$ cat config.mk
export PLATFORM = sky130hd
export DESIGN_NAME = text_cursor_escape_parser_unit
export DESIGN_NICKNAME = d
export VERILOG_FILES = /design/src/sv/tcep_pkg.sv /design/src/sv/tcep_ctrl.sv /design/src/sv/tcep_datapath.sv /design/src/sv/text_cursor_escape_parser_unit.sv
export SDC_FILE = /design/constraint.sdc
export NUM_CORES = 1
export LEC_CHECK = 0
export ABC_CLOCK_PERIOD_IN_PS = 11600
export BUFFER_PORTS_ARGS = -buffer_cell sky130_fd_sc_hd__buf_4
export CAP_MARGIN = 0
export CORE_MARGIN = 3
export CORE_UTILIZATION = 40
export CTS_CLUSTER_DIAMETER = 50
export DETAILED_ROUTE_END_ITERATION = 7
export HOLD_SLACK_MARGIN = 0.02
export PLACE_DENSITY = 0.56
export SETUP_SLACK_MARGIN = 0.02
export SYNTH_ARGS = -nofsm -noshare
export SYNTH_HDL_FRONTEND = slang
export SYNTH_SLANG_ARGS = --single-unit
$ cat constraint.sdc
create_clock -name clk -period 11.6 [get_ports clk]
set_input_delay 2.32 -clock clk [delete_from_list [all_inputs] [get_ports clk]]
set_output_delay 2.32 -clock clk [all_outputs]
set_load 0.005 [all_outputs]
$ cat src/sv/tcep_pkg.sv
// shared constants, character codes, state and command types for the text cursor parser
// no dependencies; imported by tcep_ctrl, tcep_datapath and the top level
package tcep_pkg;

  // screen geometry; cursor values are 16 bits wide, edge comparisons use 17 bits
  localparam logic [15:0] SCREEN_W = 16'd240;
  localparam logic [15:0] SCREEN_H = 16'd320;
  localparam logic [15:0] GLYPH_W  = 16'd8;
  localparam logic [15:0] GLYPH_H  = 16'd12;
  localparam logic [15:0] ROW_GAP  = 16'd2;
  localparam logic [15:0] ROW_STEP = GLYPH_H + ROW_GAP;

  // lookahead buffer depth and color packing
  localparam int HOLD_MAX    = 7;
  localparam int RED_SHIFT   = 11;
  localparam int GREEN_SHIFT = 5;

  // character codes
  localparam logic [7:0] CH_S     = 8'h53;
  localparam logic [7:0] CH_B     = 8'h42;
  localparam logic [7:0] CH_C     = 8'h43;
  localparam logic [7:0] CH_LF    = 8'h0A;
  localparam logic [7:0] CH_CR    = 8'h0D;
  localparam logic [7:0] CH_TAB   = 8'h09;
  localparam logic [7:0] CH_SPACE = 8'h20;
  localparam logic [7:0] CH_PLUS  = 8'h2B;
  localparam logic [7:0] CH_MINUS = 8'h2D;
  localparam logic [7:0] CH_ZERO  = 8'h30;
  localparam logic [7:0] CH_NINE  = 8'h39;

  // result kinds
  localparam logic CMD_DRAW = 1'b0;
  localparam logic CMD_FILL = 1'b1;

  typedef enum logic [1:0] {
    ST_IDLE,
    ST_REPLAY,
    ST_FILL
  } state_t;

  // action taken on the accepted character
  typedef enum logic [2:0] {
    OP_NONE,
    OP_HOLD,
    OP_STORE_REPLAY,
    OP_REHOLD_REPLAY,
    OP_COLOR
  } op_t;

  typedef struct packed {
    op_t  op;
    logic step;
    logic fill;
  } cmd_t;

  typedef struct packed {
    logic [2:0] count;
    logic       in_sb;
    logic       in_c;
    logic       in_last;
    logic       held_b;
    logic       at_end;
    logic       stall;
    logic       out_free;
  } status_t;

endpackage

$ cat src/sv/tcep_ctrl.sv
// controller state machine: classifies each accepted character and sequences replay and fill
// depends on tcep_pkg
module tcep_ctrl (
  input  logic             clk,
  input  logic             rst,
  input  logic             in_valid,
  output logic             in_ready,
  input  tcep_pkg::status_t status,
  output tcep_pkg::cmd_t    cmd
);
  import tcep_pkg::*;

  state_t state, state_next;
  op_t    accept_op;
  logic   accept;

  // decide what the accepted character does
  always_comb begin
    accept    = in_valid && (state == ST_IDLE);
    accept_op = OP_NONE;
    if (accept) begin
      priority if (status.count == 3'd0) begin
        accept_op = (status.in_sb && !status.in_last) ? OP_HOLD : OP_STORE_REPLAY;
      end else if (status.count == 3'd1 && !status.in_c) begin
        accept_op = (status.in_sb && !status.in_last) ? OP_REHOLD_REPLAY : OP_STORE_REPLAY;
      end else if (status.count == 3'(HOLD_MAX)) begin
        accept_op = OP_COLOR;
      end else begin
        accept_op = status.in_last ? OP_STORE_REPLAY : OP_HOLD;
      end
    end
  end

  // next state
  always_comb begin
    state_next = state;
    unique case (state)
      ST_IDLE: begin
        if (accept_op == OP_STORE_REPLAY || accept_op == OP_REHOLD_REPLAY) begin
          state_next = ST_REPLAY;
        end else if (accept_op == OP_COLOR && status.held_b) begin
          state_next = ST_FILL;
        end
      end
      ST_REPLAY: begin
        if (!status.stall && status.at_end) state_next = ST_IDLE;
      end
      ST_FILL: begin
        if (status.out_free) state_next = ST_IDLE;
      end
      default: state_next = ST_IDLE;
    endcase
  end

  // outputs
  always_comb begin
    in_ready = (state == ST_IDLE);
    cmd.op   = accept_op;
    cmd.step = (state == ST_REPLAY);
    cmd.fill = (state == ST_FILL);
  end

  // state register
  always_ff @(posedge clk) begin
    if (rst) begin
      state <= ST_IDLE;
    end else begin
      state <= state_next;
    end
  end

endmodule

$ cat src/sv/tcep_datapath.sv
// datapath: cursor and color registers, lookahead buffer, draw unit and output register
// depends on tcep_pkg; driven by tcep_ctrl commands
module tcep_datapath (
  input  logic              clk,
  input  logic              rst,
  input  tcep_pkg::cmd_t    cmd,
  output tcep_pkg::status_t status,
  input  logic [7:0]        in_char,
  input  logic              in_last,
  output logic              out_valid,
  input  logic              out_ready,
  output logic              out_command,
  output logic [7:0]        out_glyph,
  output logic [9:0]        out_pos_x,
  output logic [9:0]        out_pos_y,
  output logic [15:0]       out_fore,
  output logic [15:0]       out_back,
  output logic              out_last
);
  import tcep_pkg::*;

  logic [15:0] column_pos, row_pos, text_color, fill_color;
  logic [7:0]  lookahead_chars [HOLD_MAX];
  logic [2:0]  lookahead_count;
  logic [2:0]  replay_idx, replay_end;
  logic        rehold;

  logic [7:0]  cur_char;
  logic [7:0]  red, green, blue;
  logic [15:0] new_color;
  logic [15:0] row_adv, col_a, row_a, row_b, col_n, row_n;
  logic        col_wrap, draw, later_draw;
  logic        out_free, stall, advance, out_load, at_end, store_we;
  logic [2:0]  store_idx;

  // two-character decimal field, atoi rules, modulo 256
  function automatic logic [7:0] field_value(input logic [7:0] a, input logic [7:0] b);
    logic       a_dig, b_dig;
    logic [7:0] da, db, v;
    a_dig = (a >= CH_ZERO) && (a <= CH_NINE);
    b_dig = (b >= CH_ZERO) && (b <= CH_NINE);
    da    = a - CH_ZERO;
    db    = b - CH_ZERO;
    v     = 8'h00;
    if (a_dig) begin
      v = b_dig ? (da * 8'd10 + db) : da;
    end else if (a == CH_SPACE || (a >= CH_TAB && a <= CH_CR) || a == CH_PLUS) begin
      v = b_dig ? db : 8'h00;
    end else if (a == CH_MINUS) begin
      v = b_dig ? (8'h00 - db) : 8'h00;
    end
    return v;
  endfunction

  // color from the five buffered field characters and the closing one
  always_comb begin
    red       = field_value(lookahead_chars[2], lookahead_chars[3]);
    green     = field_value(lookahead_chars[4], lookahead_chars[5]);
    blue      = field_value(lookahead_chars[6], in_char);
    new_color = ({8'h00, red} << RED_SHIFT) | ({8'h00, green} << GREEN_SHIFT)
              | {8'h00, blue};
  end

  // cursor update for the character under replay
  always_comb begin
    cur_char = lookahead_chars[replay_idx];
    row_adv  = row_pos + ROW_STEP;
    col_wrap = ({1'b0, column_pos} + {1'b0, GLYPH_W}) > {1'b0, SCREEN_W};
    col_a    = col_wrap ? 16'h0000 : column_pos;
    row_a    = col_wrap ? row_adv : row_pos;
    row_b    = (({1'b0, row_a} + {1'b0, GLYPH_H}) > {1'b0, SCREEN_H}) ? 16'h0000 : row_a;
    draw     = 1'b0;
    col_n    = column_pos;
    row_n    = row_pos;
    priority if (cur_char == CH_LF) begin
      col_n = 16'h0000;
      row_n = row_adv;
    end else if (cur_char == CH_CR) begin
      col_n = 16'h0000;
    end else begin
      draw  = 1'b1;
      col_n = col_a + GLYPH_W;
      row_n = row_b;
    end
  end

  // does any later replayed character still draw
  always_comb begin
    later_draw = 1'b0;
    for (int j = 0; j < HOLD_MAX; j++) begin
      if (3'(j) > replay_idx && 3'(j) <= replay_end &&
          lookahead_chars[3'(j)] != CH_LF && lookahead_chars[3'(j)] != CH_CR) begin
        later_draw = 1'b1;
      end
    end
  end

  // handshake and step control
  always_comb begin
    out_free  = !out_valid || out_ready;
    stall     = cmd.step && draw && !out_free;
    advance   = cmd.step && !stall;
    out_load  = (advance && draw) || (cmd.fill && out_free);
    at_end    = (replay_idx == replay_end);
    store_we  = (cmd.op == OP_HOLD) || (cmd.op == OP_STORE_REPLAY) ||
                (cmd.op == OP_REHOLD_REPLAY);
    store_idx = (cmd.op == OP_REHOLD_REPLAY) ? 3'd1 : lookahead_count;
  end

  // status to the controller
  always_comb begin
    status.count    = lookahead_count;
    status.in_sb    = (in_char == CH_S) || (in_char == CH_B);
    status.in_c     = (in_char == CH_C);
    status.in_last  = in_last;
    status.held_b   = (lookahead_chars[0] == CH_B);
    status.at_end   = at_end;
    status.stall    = stall;
    status.out_free = out_free;
  end

  // control and cursor state
  always_ff @(posedge clk) begin
    if (rst) begin
      column_pos      <= 16'h0000;
      row_pos         <= 16'h0000;
      text_color      <= 16'h0000;
      fill_color      <= 16'h0000;
      lookahead_count <= 3'd0;
      replay_idx      <= 3'd0;
      replay_end      <= 3'd0;
      rehold          <= 1'b0;
      out_valid       <= 1'b0;
    end else begin
      if (out_load) begin
        out_valid <= 1'b1;
      end else if (out_ready) begin
        out_valid <= 1'b0;
      end
      unique case (cmd.op)
        OP_HOLD: begin
          lookahead_count <= lookahead_count + 3'd1;
        end
        OP_STORE_REPLAY: begin
          lookahead_count <= 3'd0;
          replay_idx      <= 3'd0;
          replay_end      <= lookahead_count;
          rehold          <= 1'b0;
        end
        OP_REHOLD_REPLAY: begin
          lookahead_count <= 3'd0;
          replay_idx      <= 3'd0;
          replay_end      <= 3'd0;
          rehold          <= 1'b1;
        end
        OP_COLOR: begin
          lookahead_count <= 3'd0;
          if (lookahead_chars[0] == CH_B) begin
            fill_color <= new_color;
          end else begin
            text_color <= new_color;
          end
        end
        default: ;
      endcase
      if (advance) begin
        column_pos <= col_n;
        row_pos    <= row_n;
        replay_idx <= replay_idx + 3'd1;
        if (at_end && rehold) begin
          lookahead_count <= 3'd1;
          rehold          <= 1'b0;
        end
      end
    end
  end

  // lookahead buffer, no reset
  always_ff @(posedge clk) begin
    if (store_we) lookahead_chars[store_idx] <= in_char;
    if (advance && at_end && rehold) lookahead_chars[0] <= lookahead_chars[1];
  end

  // output register payload
  always_ff @(posedge clk) begin
    if (out_load) begin
      out_command <= cmd.fill ? CMD_FILL : CMD_DRAW;
      out_glyph   <= cmd.fill ? 8'h00 : cur_char;
      out_pos_x   <= cmd.fill ? 10'd0 : col_a[9:0];
      out_pos_y   <= cmd.fill ? 10'd0 : row_b[9:0];
      out_fore    <= text_color;
      out_back    <= fill_color;
      out_last    <= cmd.fill ? 1'b1 : !later_draw;
    end
  end

`ifndef SYNTHESIS
  a_replay_in_range: assert property (@(posedge clk) disable iff (rst)
    cmd.step |-> (replay_idx <= replay_end))
    else $error("replay index passed the end of the buffered run");

  a_color_clears: assert property (@(posedge clk) disable iff (rst)
    (cmd.op == OP_COLOR) |=> (lookahead_count == 3'd0))
    else $error("lookahead not cleared after a color sequence");

  a_no_overwrite: assert property (@(posedge clk) disable iff (rst)
    out_load |-> (!out_valid || out_ready))
    else $error("output register overwritten before its transaction");

  a_rehold_count: assert property (@(posedge clk) disable iff (rst)
    (advance && at_end && rehold) |=> (lookahead_count == 3'd1))
    else $error("held character not restored after replay");
`endif

endmodule

$ cat src/sv/text_cursor_escape_parser_unit.sv
// top level of the text cursor and escape sequence parser
// depends on tcep_pkg, tcep_ctrl and tcep_datapath
//
//  channel   direction  tdata                          tuser    tlast
//  s_axis    in         character[7:0]                 -        end_of_string
//  m_axis    out        glyph,pos_x,pos_y,fore,back    command  last_of_run
//
// an ordinary character is accepted, then takes one draw-unit step
// a held character of a sequence, or a color sequence close, needs only the accept; BC adds a fill step
// a string end inside a sequence replays every buffered character, the ending one included
// a draw or fill step waits while the output register holds an untaken result
// rst is synchronous; cursor, colors and lookahead count clear to zero
module text_cursor_escape_parser_unit (
  input  logic        clk,
  input  logic        rst,
  input  logic        s_axis_tvalid,
  output logic        s_axis_tready,
  input  logic [7:0]  s_axis_tdata,   // [7:0] character
  input  logic        s_axis_tlast,
  output logic        m_axis_tvalid,
  input  logic        m_axis_tready,
  output logic [63:0] m_axis_tdata,   // glyph, pos_x, pos_y, fore_color, back_color, zero pad
  output logic        m_axis_tuser,   // [0] command
  output logic        m_axis_tlast
);
  import tcep_pkg::*;

  cmd_t        cmd;
  status_t     status;
  logic [7:0]  glyph;
  logic [9:0]  pos_x, pos_y;
  logic [15:0] fore_color, back_color;

  // controller
  tcep_ctrl u_ctrl (
    .clk      (clk),
    .rst      (rst),
    .in_valid (s_axis_tvalid),
    .in_ready (s_axis_tready),
    .status   (status),
    .cmd      (cmd)
  );

  // datapath
  tcep_datapath u_datapath (
    .clk         (clk),
    .rst         (rst),
    .cmd         (cmd),
    .status      (status),
    .in_char     (s_axis_tdata),
    .in_last     (s_axis_tlast),
    .out_valid   (m_axis_tvalid),
    .out_ready   (m_axis_tready),
    .out_command (m_axis_tuser),
    .out_glyph   (glyph),
    .out_pos_x   (pos_x),
    .out_pos_y   (pos_y),
    .out_fore    (fore_color),
    .out_back    (back_color),
    .out_last    (m_axis_tlast)
  );

  // pack result fields, glyph in the lowest bits and zero pad on top
  assign m_axis_tdata = {4'h0, back_color, fore_color, pos_y, pos_x, glyph};

endmodule

After elaboration in Yosys (flattened, before gate mapping)
Memory sizes are Yosys's and may differ from the RTL's. A register that Yosys moved wholly into a read port is not among the register bits.
Cells that the tools add are included.
{ "totals": {"register_bits": 139, "ram_bits": 56, "in_bits": 13, "word_cells": 259, "n_memories": 1} }
{ "op_classes": {"add_sub_neg": 18, "n_mul": 3, "magnitude_cmp": 34, "eq_ne": 42, "mux": 68, "bitwise": 3, "reduce_logical": 73} }
{ "memory_table": {"columns": ["memory", "depth", "width", "read_ports", "rd_ports_with_merged_regs", "wr", "line_no", "text"], "rows": [
  ["u_datapath.lookahead_chars", 7, 8, 8, 1, 1, "tcep_datapath.sv:23", "logic [7:0] lookahead_chars [HOLD_MAX];"]
]} }
{ "op_table": {"columns": ["cell", "n"], "rows": [
  ["two-way mux 16 bit", 7],
  ["inequality test 8 x 4 -> 1 bit (second input constant)", 14],
  ["two-way mux 8 bit", 13],
  ["equality test 8 x 6 -> 1 bit (second input constant)", 9],
  [">= comparator 8 x 6 -> 1 bit (second input constant)", 6],
  ["<= comparator 8 x 6 -> 1 bit (second input constant)", 6],
  ["logical AND 1 bit", 43],
  ["subtractor 8 x 6 -> 8 bit (second input constant)", 5],
  ["two-way mux 3 bit", 12],
  ["adder 16 x 4 -> 17 bit (second input constant)", 2],
  ["adder 16 x 4 -> 16 bit (second input constant)", 2],
  ["equality test 8 x 7 -> 1 bit (second input constant)", 4],
  ["two-way mux 5 bit", 6],
  [">= comparator 8 x 4 -> 1 bit (second input constant)", 3],
  ["<= comparator 8 x 4 -> 1 bit (second input constant)", 3],
  ["two-way mux 1 bit", 20],
  ["> comparator 17 x 8 -> 1 bit (second input constant)", 1],
  ["> comparator 17 x 9 -> 1 bit (second input constant)", 1],
  ["adder 8 bit", 2],
  ["equality test 8 x 4 -> 1 bit (second input constant)", 2],
  ["multiplier 8 x 3 -> 7 bit (second input constant)", 2],
  ["OR 16 x 13 -> 16 bit", 1],
  ["OR 16 x 8 -> 16 bit", 1],
  ["subtractor 1 x 8 -> 8 bit (first input constant)", 2],
  ["35 further kinds", 74]
]} }

Logic depth before layout (Yosys ltp)
{ "logic_depth": {"ltp_word": 13, "depth_mapped": 14, "mapped_depth_nobuf": 13} }

By module
Synthesis repeated with hierarchy kept, for this count alone.
{ "unflattened": {"cells_unflattened": 1125, "hier_area_um2": 11603.6} }
{ "modules_own_cells": {"columns": ["mod", "instances", "cells_per_inst", "area_each_um2", "seq_area_each_um2"], "rows": [
  ["tcep_datapath", 1, 1096, 11385.9, 5345.1],
  ["tcep_ctrl", 1, 24, 183.9, 40.0],
  ["text_cursor_escape_parser_unit", 1, 5, 33.8, 0.0]
]} }

Worst setup path after synthesis
OpenSTA, ideal clock, no wires.
{ "synth_path": {"path_type": "input -> register", "start": "in m_axis_tready", "end": "reg u_datapath.out_back[0] (enable)", "setup_time_ns": 0.568, "t_arrival_ns": 6.739, "path_slack_ns": 4.294, "stages": 2, "cell_sequence": "nor2b_1 > o21ai_0"} }
{ "synth_between": {"elab_chain_cells": 7} }
{ "synth_lines": {"columns": ["element", "line_no", "text"], "rows": [
  ["start: declaration", "text_cursor_escape_parser_unit.sv:21", "input logic m_axis_tready,"],
  ["logical OR 1 bit (*)", "tcep_datapath.sv:100", "out_free = !out_valid || out_ready;"],
  ["zero test 1 bit", "tcep_datapath.sv:101", "stall = cmd.step && draw && !out_free;"],
  ["logical AND 1 bit", "tcep_datapath.sv:101", null],
  ["zero test 1 bit", "tcep_datapath.sv:102", "advance = cmd.step && !stall;"],
  ["logical AND 1 bit", "tcep_datapath.sv:102", null],
  ["logical AND 1 bit", "tcep_datapath.sv:103", "out_load = (advance && draw) || (cmd.fill && out_free);"],
  ["logical OR 1 bit (*)", "tcep_datapath.sv:103", null],
  ["named net u_datapath.out_load", "tcep_datapath.sv:33", "logic out_free, stall, advance, out_load, at_end, store_we;"],
  ["end signal: assignment", "tcep_datapath.sv:192", "out_back <= fill_color;"],
  ["end: declaration", "tcep_datapath.sv:17", "output logic [15:0] out_back,"]
]} }
Mark *: on every way through the listed nets, which the timed path passes. The rest lies on a longest branch.
A chain may end at the register's enable or synchronous reset.

Worst setup path after layout
{ "layout_path": {"start": "in s_axis_tdata[2]", "end": "mem u_datapath.lookahead_chars[7][4] (enable)"} }
{ "layout_between": {"elab_chain_cells": 13} }
{ "layout_lines": {"columns": ["element", "line_no", "text"], "rows": [
  ["start: declaration", "text_cursor_escape_parser_unit.sv:18", "input logic [7:0] s_axis_tdata,"],
  ["equality test 8 x 7 -> 1 bit", "tcep_datapath.sv:113", "status.in_sb = (in_char == CH_S) || (in_char == CH_B);"],
  ["logical OR 1 bit", "tcep_datapath.sv:113", null],
  ["logical AND 1 bit", "tcep_ctrl.sv:23, tcep_ctrl.sv:25", null],
  ["two-way mux 1 bit", "tcep_ctrl.sv:25", "accept_op = (status.in_sb && !status.in_last) ? OP_REHOLD_REPLAY : OP_STORE_REPLAY;"],
  ["two-way mux 3 bit", "tcep_ctrl.sv:24", "end else if (status.count == 3'd1 && !status.in_c) begin"],
  ["two-way mux 3 bit (*)", "tcep_ctrl.sv:22", "priority if (status.count == 3'd0) begin"],
  ["two-way mux 3 bit (*)", "tcep_ctrl.sv:21", "if (accept) begin"],
  ["equality test 3 x 1 -> 1 bit or equality test 3 x 2 -> 1 bit (tied branches)", "tcep_datapath.sv:105", "store_we = (cmd.op == OP_HOLD) || (cmd.op == OP_STORE_REPLAY) ||"],
  ["logical OR 1 bit (2 in series)", "tcep_datapath.sv:105", null],
  ["two-way mux 1 bit", "tcep_datapath.sv:180", "if (store_we) lookahead_chars[store_idx] <= in_char;"],
  ["two-way mux 1 bit (implied by the code)", "tcep_datapath.sv:180", null],
  ["two-way mux 1 bit (no source line)", null, null],
  ["end: declaration", "tcep_datapath.sv:23", null]
]} }
Mark *: on every way between the ends. The rest lies on a longest branch, timed or not.

==> run metrics <==
routed vias=8723; Sink Count=206; Leak=4.84 nW; post-route cell area=13300 sq um; CTS tree=done; startpoint types=primary input; Final TNS setup=0 ns; initial antenna violation count=0; CP bufs+invs=1; nature of the critical path endpoint=register; CP delay by family, top=simple AND/OR/NAND/NOR gates; CP peak stage delay=about 0.57 ns; YS warnings=0; CTS Root Cell=clkbuf_16; Worst-path clk slew=0.06 ns; TritonCTS Buffers=25; Setup Slack @ Placement=6.24 ns; setup violators final=0; most frequent cell after synthesis=nor2_1; core area=28200 sq um; PwrDens=about 130 nW/um^2; Final nets=1261; Initial Utilization=41.2%; pin count of the biggest net entering global routing=66; top cell type's share of synthesized area=32.6%; gr usage total=19.2%; ys async rst share=0%; DRT iter0 DRCs=902; Min Clock Period, post-route=roughly 4.9 ns; top post-synthesis cells by area=edfxtp_1 33%, dfxtp_1 14%, ha_1 6.8%, nor2_1 4.2%, xnor2_1 4.1%; Synth Register Bits=206; ys flop type=edfxtp_1; outcome=finished clean; Post-synth EDFFs=~130; Longest Clk Path Bufs=3; Peak Freq=just over 0.2 GHz; Netlist Area Pre-Place=around 12000 sq um; slew margin rel.=37.9%; Seq/Total Area, Yosys=46.4%; global-route wire length before repair=47.4 mm; WP data arrival=5.06 ns; final hold vios=0; maximum vdd drop=0.0843 mV; Max Cap Viol=0; Die Area=31100 sq um; total grt overflow=0; Worst path slowest cell=or4b_1; CP max FO=8; postcts setup bufs=0; diodes inserted=0; Cell variety after synth=87; DRT antenna net count=0; Cell Count, Final, Fillers Out=1575; Post-route DRC=0; Mapped Cells=1124; critical path type=primary input to register; Die H=between 150 and 200 um; Final period util=42.0%; worst setup margin=6.72 ns; area delta synth->final=14.8%; IO buf count=76; clk_skew=approximately 0.026 ns; Least-Margin Pin Slew=0.930 ns; cts hold-fix bufs=0; placed cells=1531; gpl congestion=0.920; cell row count=61; Hold/Removal Path Class=register to register; IO Pins=81; Post-DP Area=12500 sq um; vias in the first global route=8182; RSZ-0062 raised after global routing=no; Post-Syn Area per Cell=10.3 sq um; First-pass DRT Iterations=5; area leader, netlist=edfxtp_1; detailed placement HPWL=22.2 mm; ratio of cells with drive above 1 in the final layout=14.4%; clk_lat worst skew=0.52 ns; DR vias/cell=5.54; end-of-flow core utilization=around 47%; post_cts resized=0; crit path cell chain=buf_4 -> or4b_1 -> o21a_1 -> o21ai_1 -> o21ai_0 -> nor3_1 -> xnor2_1 -> and2_1 -> and3_1; H-tree levels=1; Post-synth top cells=129 x nor2_1, 126 x edfxtp_1, 80 x dfxtp_1, 63 x ha_1, 62 x nand2_1; die extent in x=roughly 180 um; CP required=11.78 ns; total wire length=30.4 mm; Routed wire per std cell=19.3 um; Slew Limit Fails=0
==> final cells by class <==
type | instances | area, sq um
clock buffer | 27 | 633
clock inverter | 17 | 208
fill | 2577 | 14800
inverter | 48 | 180
multi-input combinational | 814 | 5810
sequential | 206 | 5390
tap | 378 | 473
timing repair buffer | 85 | 638
==> path summary, 6_finish.rpt <==
check                                         from                                         end  slack, ns  depth (start not counted)
min          u_datapath.fill_color[1]$_SDFFE_PP0P_            u_datapath.out_back[1]$_DFFE_PP_       0.42                          0
max reg2reg                               register  u_datapath.lookahead_chars[1][4]$_DFFE_PP_       6.85                         10
max                                s_axis_tdata[2]  u_datapath.lookahead_chars[7][4]$_DFFE_PP_       6.72                          9
min reg2reg  u_datapath.fill_color[1]$_SDFFE_PP0P_            u_datapath.out_back[1]$_DFFE_PP_       0.42                          0
==> metal layers <==
metal | vias up | wire length [um] | GRT usage (%)
li1 | 4258 | - | -
met1 | 4142 | 14900 | 29.3
met2 | 287 | 13100 | 29.0
met3 | 36 | 1880 | 2.43
met4 | 0 | 536 | 4.65
met5 | - | 0 | 0
==> power breakdown <==
part	internal, W	total (W)	switching [W]
combinational	0.0000392	0.0000936	0.0000544
sequential	0.000793	0.000801	0.00000880
clock	0.000486	0.000787	0.000301
==> cells by family after synthesis <==
group                    after synthesis  share of synthesized area [%]
flip-flops                           206                           46.4
AO/OA/AOI/OAI                        240                           14.0
multiplexers                          58                           6.79
adder cells (fa/ha/maj)               69                           7.74
AND/OR/NAND/NOR                      375                           16.1
other                                  1                         0.0323
buffers and inverters                109                           3.91
XOR/XNOR                              66                           4.98
==> stage by stage <==
step	total power (W)	hold slack [ns]
final	0.00168	0.423
after global routing	0.00174	0.437
after CTS	0.00170	0.432
after detailed placement	0.000911	0.416
after global placement	0.000912	0.413
after floorplan	0.000868	0.408
==> cell usage in the layout, fill, tap and decap left out, types with 8 or more instances in the layout <==
cell type	instances
a21o_1	8
a21oi_1	59
nand3_1	25
and3_1	26
xnor2_1	54
nor4_1	11
nor2_1	129
a31oi_1	8
dfxtp_1	80
inv_1	46
clkbuf_16	25
and2_1	17
buf_4	85
a211oi_1	28
xor2_1	12
ha_1	63
edfxtp_1	126
nand4_1	18
o21ai_1	10
mux2i_1	36
a22oi_1	9
mux4_2	16
o21ai_0	47
nor2b_1	8
nor3_1	33
nand2_1	62
==> sequential cells by signal (all words and copies together), names as in the netlist, 10 cells and up, named ones only <==
register	count
u_datapath.column_pos	16
u_datapath.fill_color	16
u_datapath.lookahead_chars	64
u_datapath.out_back	16
u_datapath.out_fore	16
u_datapath.out_pos_x	10
u_datapath.out_pos_y	10
u_datapath.row_pos	16
u_datapath.text_color	16
(Power assumes the default switching activity.)
